$ cat config.mk
export PLATFORM = sky130hd
export DESIGN_NAME = plwm_div
export DESIGN_NICKNAME = d
export VERILOG_FILES = /design/src/hw/rtl/plwm_pkg.sv /design/src/hw/rtl/plwm_div.sv
export SDC_FILE = /design/constraint.sdc
export NUM_CORES = 1
export LEC_CHECK = 0
export BUFFER_PORTS_ARGS = -buffer_cell sky130_fd_sc_hd__buf_2
export CAP_MARGIN = 20
export CORE_ASPECT_RATIO = 2
export CORE_MARGIN = 10
export CORE_UTILIZATION = 39
export DETAILED_ROUTE_END_ITERATION = 8
export PLACE_DENSITY = 0.67
export RECOVER_POWER = 50
export SLEW_MARGIN = 20
export SYNTH_ARGS = -nofsm -noshare
export SYNTH_HDL_FRONTEND = slang
export SYNTH_SLANG_ARGS = --single-unit
$ cat constraint.sdc
create_clock -name clk -period 10.6 [get_ports clk]
set_clock_uncertainty 0.15 [all_clocks]
set_input_delay 1.06 -clock clk [delete_from_list [all_inputs] [get_ports clk]]
set_output_delay 1.06 -clock clk [all_outputs]
set_load 0.02 [all_outputs]
$ cat src/hw/rtl/plwm_pkg.sv
// ----------------------------------------------------------------------------
// plwm_pkg
// shared widths, codes and handshake structs of the warp map core
// ----------------------------------------------------------------------------
package plwm_pkg;

	// table geometry, power of two
	localparam int MAX_MARKERS = 64;
	localparam int ADDR_W      = $clog2(MAX_MARKERS);
	localparam int FRAC        = 8;

	// field widths
	localparam int OPC_W   = 2;
	localparam int IDX_W   = 6;
	localparam int COORD_W = 32;
	localparam int POS_W   = 41;
	localparam int SEG_W   = 6;
	localparam int CNT_W   = 7;
	localparam int ENTRY_W = 2 * COORD_W;

	// datapath widths
	localparam int BASE_W = COORD_W + FRAC;
	localparam int DIFF_W = ((POS_W > BASE_W) ? POS_W : BASE_W) + 1;
	localparam int HI_W   = DIFF_W - COORD_W;
	localparam int PROD_W = DIFF_W + COORD_W;
	localparam int DIV_W  = PROD_W + (PROD_W % 2);
	localparam int Q_W    = 48;
	localparam int QR_W   = Q_W + 1;
	localparam int SUM_W  = ((QR_W > BASE_W) ? QR_W : BASE_W) + 2;

	// configuration port
	localparam int PADDR_W = 3;
	localparam int PDATA_W = 32;
	localparam logic REG_MARKER_COUNT = 1'b0;

	typedef enum logic [OPC_W-1:0] {
		OP_WRITE = 2'd0,
		OP_FWD   = 2'd1,
		OP_INV   = 2'd2,
		OP_NOP   = 2'd3
	} opcode_t;

	typedef struct packed {
		logic               start;
		logic [DIV_W-1:0]   dividend;
		logic [COORD_W-1:0] divisor;
	} div_req_t;

	typedef struct packed {
		logic               done;
		logic [DIV_W-1:0]   quotient;
		logic [COORD_W-1:0] remainder;
	} div_rsp_t;

endpackage

$ cat src/hw/rtl/plwm_div.sv
// ----------------------------------------------------------------------------
// plwm_div
// restoring unsigned divider, two quotient bits per cycle
// ----------------------------------------------------------------------------
module plwm_div
	import plwm_pkg::*;
(
	input  logic     clk,
	input  logic     arst_n,
	input  div_req_t req,
	output div_rsp_t rsp
);
	localparam int STEPS = DIV_W / 2;
	localparam int CYC_W = $clog2(STEPS + 1);

	logic [DIV_W-1:0]   dvd_q;
	logic [COORD_W-1:0] rem_q;
	logic [COORD_W-1:0] den_q;
	logic [CYC_W-1:0]   cyc_q;
	logic               busy_q;
	logic               done_q;

	logic [DIV_W-1:0]   dvd_d;
	logic [COORD_W-1:0] rem_d;
	logic [COORD_W:0]   trial;

	// two dependent shift-subtract steps
	always_comb begin
		dvd_d = dvd_q;
		rem_d = rem_q;
		trial = '0;
		for (int k = 0; k < 2; k++) begin
			trial = {rem_d, dvd_d[DIV_W-1]};
			dvd_d = {dvd_d[DIV_W-2:0], 1'b0};
			if (trial >= {1'b0, den_q}) begin
				trial    = trial - {1'b0, den_q};
				dvd_d[0] = 1'b1;
			end
			rem_d = trial[COORD_W-1:0];
		end
	end

	always_ff @(posedge clk or negedge arst_n) begin
		if (!arst_n) begin
			busy_q <= 1'b0;
			done_q <= 1'b0;
			cyc_q  <= '0;
		end else begin
			done_q <= 1'b0;
			if (req.start) begin
				busy_q <= 1'b1;
				cyc_q  <= CYC_W'(STEPS);
			end else if (busy_q) begin
				cyc_q <= cyc_q - 1'b1;
				if (cyc_q == CYC_W'(1)) begin
					busy_q <= 1'b0;
					done_q <= 1'b1;
				end
			end
		end
	end

	always_ff @(posedge clk) begin
		if (req.start) begin
			dvd_q <= req.dividend;
			rem_q <= '0;
			den_q <= req.divisor;
		end else if (busy_q) begin
			dvd_q <= dvd_d;
			rem_q <= rem_d;
		end
	end

	assign rsp.done      = done_q;
	assign rsp.quotient  = dvd_q;
	assign rsp.remainder = rem_q;
endmodule

# After elaboration in Yosys (flattened, before gate mapping)
# Index checks and enable logic that the tools add are counted.
[classes]
mux = 14
reduce_logical = 1
eq_ne = 1
n_lt_le_gt_ge = 2
addsub = 3
multipliers = 0
shifts = 0
n_bitwise = 0
n_div = 0
[op_table]
columns = ["operator", "count"]
rows = [
  ["$mux W74", 2],
  ["$ge A33 B32 Y1", 2],
  ["$mux W32", 2],
  ["$sub A32 B32 Y32", 2],
  ["$mux W6", 2],
  ["$mux W1", 8],
  ["$eq A6 B1 Y1 const B", 1],
  ["$sub A6 B1 Y6 const B", 1],
  ["$reduce_bool A2 Y1", 1],
]
[word_totals]
latch_bits = 0
romBits = 0
ram_bits = 0
regBits = 146
n_memories = 0
in_bits = 109

# Logic depth before layout (Yosys ltp)
[logic_depth]
word_depth = 6
depth_mapped = 24
ltp_nobuf = 22

# Worst setup path before layout
# Ideal clock, no wire load.
[synth_path]
path_kind = "flip-flop to flip-flop"
from = "register rem_q[11]"
to = "register dvd_q[0], data pin"
t_required_ns = 10.190
path_stages_with_launch = 23
setup_ns = 0.260
setup_slack_ns = 4.995
n_path_buf = 5
synth_period_minus_slack_ns = 5.605
arrival_time_ns = 5.195
cell_sequence = "dfxtp_1 > ha_1 > buf_6 > a211o_1 > a31o_1 > a221oi_4 > nand4_2 > a31oi_1 > buf_2 > buf_2 > nand2_1 > o21ai_0 > ha_1 > nor2b_1 > o211a_1 > o21ai_1 > o211ai_1 > a221oi_1 > a2bb2oi_1 > nand3_1 > buf_4 > buf_2 > mux2_2"
[synth_between]
elab_chain_len = 6
[synth_lines]
columns = ["element", "line_no", "text"]
rows = [
  ["start: declaration", "plwm_div.sv:17", "logic [COORD_W-1:0] rem_q;"],
  ["start signal: assignment", "plwm_div.sv:70", "rem_q <= rem_d;"],
  ["$sub A32 B32 Y32 / $ge A33 B32 Y1 (equally long branches)", "plwm_div.sv:36, plwm_div.sv:35", ""],
  ["$mux W32 *", "plwm_div.sv:35", "if (trial >= {1'b0, den_q}) begin"],
  ["$ge A33 B32 Y1 *", "plwm_div.sv:35", ""],
  ["$mux W1 *", "plwm_div.sv:35", ""],
  ["$mux W74 *", "plwm_div.sv:68", "end else if (busy_q) begin"],
  ["$mux W74 *", "plwm_div.sv:64", "if (req.start) begin"],
  ["end signal: assignment", "plwm_div.sv:65", "dvd_q <= req.dividend;"],
  ["end signal: assignment", "plwm_div.sv:69", "dvd_q <= dvd_d;"],
  ["end: declaration", "plwm_div.sv:16", "logic [DIV_W-1:0] dvd_q;"],
]
# Every way passes the cells marked *; elsewhere a longest branch is shown, timed or not. The select of a mux whose other input is x is not followed.
# A chain may end at the register's enable or synchronous reset.

# Worst setup path after layout
[layout_path]
from = "register den_q[4]"
to = "register rem_q[6]"
[layout_between]
elab_chain_len = 4
[layout_lines]
columns = ["element", "line_no", "text"]
rows = [
  ["start: declaration", "plwm_div.sv:18", "logic [COORD_W-1:0] den_q;"],
  ["start signal: assignment", "plwm_div.sv:67", "den_q <= req.divisor;"],
  ["$sub A32 B32 Y32 / $ge A33 B32 Y1 (equally long branches)", "plwm_div.sv:36, plwm_div.sv:35", ""],
  ["$mux W32", "plwm_div.sv:35", ""],
  ["$sub A32 B32 Y32 / $ge A33 B32 Y1 (equally long branches)", "plwm_div.sv:36, plwm_div.sv:35", ""],
  ["$mux W32 *", "plwm_div.sv:35", ""],
]
# Every way passes the cells marked *; elsewhere a longest branch is shown, timed or not.

==> results.cfg <==
[placed_design]
place_ws_ps = 3340
io_buffers = 215
dp_hpwl_um = 25500
gp_congestion = 0.994

[yosys]
yosysTopAreaCell = edfxtp_1
ys_seq_area_share_pct = 41.3
avgSynthCellArea_um2 = 10.1
ys_ff_latch = 146
synth_common_cells = edfxtp_1, nand2_1, mux2_2, ha_1, nor2_1
yosysMostFrequentCell = edfxtp_1
synth_edf_count = 106
synth_nets = 1141
syn_inst = 964
ys_async_sr_fraction_pct = 5.48
synthTopCellsByArea = edfxtp_1, mux2_2, ha_1
netlist.area_leader.share_pct = 32.7
yosysWarnings = 0
synthFlopType = edfxtp_1
synth.cell_area_um2 = 9740
synth.distinct_cells = 73

[power]
ir_drop_uv = 141
p_leak_nw = 4.85
p_per_area_nw_per_um2 = 285

[global_route]
grt_first_pass_wirelength_um = 49700
track_usage_pct = 19.9
grt-ovfl-total = 0
grt_max_degree = 75
grt_pass1_vias = 8983
antenna_found_initial = 2

[setup_path]
required_ps = 10610
startpoint_type = flip-flop
crit_cells = 20
worstPathCellList = inv_1, ha_1, a21o_1, or3_1, o211ai_1, nand4_2, a31oi_4, buf_4, mux2_2, ha_1, a21oi_1, o21ai_0, a2bb2oi_1, o211ai_1, a221oi_1, a2bb2oi_1, nand3_1, buf_4, mux2i_1, a211oi_1
reg2reg_from = den_q[4]
cpMaxStageDelayCell = nand3_1
crit_fanout = 43
r2r_cells = 20
worst-path-buf-inv = 3
critPathTopFamily = compound AO/OA/AOI/OAI gates
critical_path_arrival_ps = 7450
startpoint = den_q[4]
critPathKind = flip-flop to flip-flop
cp-end-kind = flip-flop
cp-endpoint = rem_q[6]
rr_endpoint = rem_q[6]
rrSetupSlack_ps = 3160
slowest_delay_ps = 640

[clock_tree]
clock-root-buffer = clkbuf_16
cts_made_buffers = 17
cts-htree-levels = 4
clock_sinks = 146
post_cts_resized = 0
cts_hold_buf = 0
cts_buffer_depth = 2
post-cts-setup-buffers = 0
clkTransAtPathRegs_ps = 60
cts_tree = done
clock_latency_ps = 450

[sta]
setup_violations = 0
tightest_slew_ps = 3530
period_minus_slack_ps = 7440
finalWorstSetupSlack_ps = 3160
setup_tns_ps = 0
max_freq_ghz = 0.134
slew_violations = 61
fin_crit_sh_pct = 70.2
hold_viol = 0
hold_slack_ps = 363
relSlewSlack_pct = -135
rsz0062_at_grt = no

[routing]
drt_drc_violations_left = 0
viasPerCell = 5.63
num_vias = 8478
drtIter0Drc = 415
drt_first_pass_iters = 5
ant_nets = 0
wire_per_inst_um = 21.3
routed_wl_um = 32100

[final_layout]
drive_above_1_share_pct = 20.3
num_antenna_cells = 0
area_growth_syn_to_layout_pct = 18.8
nets = 1338

[run]
max_cap_viol_count = 1

[floorplan]
chipHeight_um = 244
dieArea_um2 = 32100
start_util_pct = 39.7
core_um2 = 24500
dieWidth_um = 132
io_pins = 216
placementRows = 81

[worst_hold_path]
hold_class = flip-flop to flip-flop

[outcome]
outcome = complete, but fails checks
violations = capacitance limit, slew limit
-- sequential cells by signal, summed over array words and instances (netlist names) --
signal	count
cyc_q	6
busy_q	1
dvd_q	74
rem_q	32
done_q	1
den_q	32
-- routing by layer --
metal	up-vias	part of all wire, %	GRT usage, %
met3	117	6.7	6.20
met5	-	0.065	0
li1	4008	-	-
met1	3992	34	17.8
met4	4	6.0	12.7
met2	357	53	37.3
-- tightest hold or removal path, stage by stage, from the launching register on --
cell and delay [ps]:
dfxtp_1 340, nand2_1 70, o21ai_1 60
-- cell type report --
type | instances | area, µm²
multi-input cells | 720 | 5330
well taps | 332 | 415
clock buffers | 17 | 425
flip-flops and latches | 146 | 4020
repair buffers | 222 | 983
clock inverters | 15 | 201
fillers | 2452 | 12900
inverters | 54 | 203
-- cell families (layout without fill, tap and decap cells) --
kind of cell / count (synthesis) / in the layout / share of synthesized area (%)
adder cells (fa/ha/maj): 68 / 68 / 8.89
XOR/XNOR: 51 / 51 / 4.58
multiplexers: 100 / 100 / 11.3
AO/OA/AOI/OAI: 248 / 248 / 17.5
AND/OR/NAND/NOR: 253 / 253 / 12.2
flip-flops: 146 / 146 / 41.3
buffers and inverters: 98 / 308 / 4.21
-- stage by stage --
stage               instances  power (mW)  area [µm²]  utilization [%]
floorplan                 964        2.18        9740                -
global placement         1474        2.64       11100             45.3
detailed placement       1474        2.65       11100             45.3
CTS                      1506        3.32       11700             47.8
global route             1506        3.52       11600             47.2
finish                   1506        3.30       11600             47.2
-- worst min path at each step --
stage	start	to	depth (start not counted)
after floorplan	cyc_q[5]	cyc_q[5]	2
after global placement	rem_q[24]	rem_q[24]	2
after detailed placement	rem_q[24]	rem_q[24]	2
after CTS	arst_n	cyc_q[4]	1
after global routing	rem_q[24]	rem_q[24]	2
final	rem_q[24]	rem_q[24]	2
-- power breakdown --
group | internal (mW) | switching (mW) | leakage [nW]
registers | 0.716 | 0.0849 | 1.46
clock network | 0.396 | 0.261 | 0.302
logic | 0.723 | 1.12 | 3.09
total | 1.83 | 1.47 | 4.85
-- cell usage in the layout, fill, tap and decap left out, types with 29 or more instances in the layout --
cell type | netlist | final
inv_1 | 54 | 53
mux2_2 | 79 | 79
nand2_1 | 82 | 82
dfxtp_1 | 32 | 32
a21oi_1 | 44 | 44
clkbuf_1 | 31 | 112
nor2_1 | 64 | 63
o21ai_0 | 49 | 49
edfxtp_1 | 106 | 106
buf_2 | 4 | 105
xnor2_1 | 29 | 29
ha_1 | 66 | 66
(Power assumes the default switching activity.)
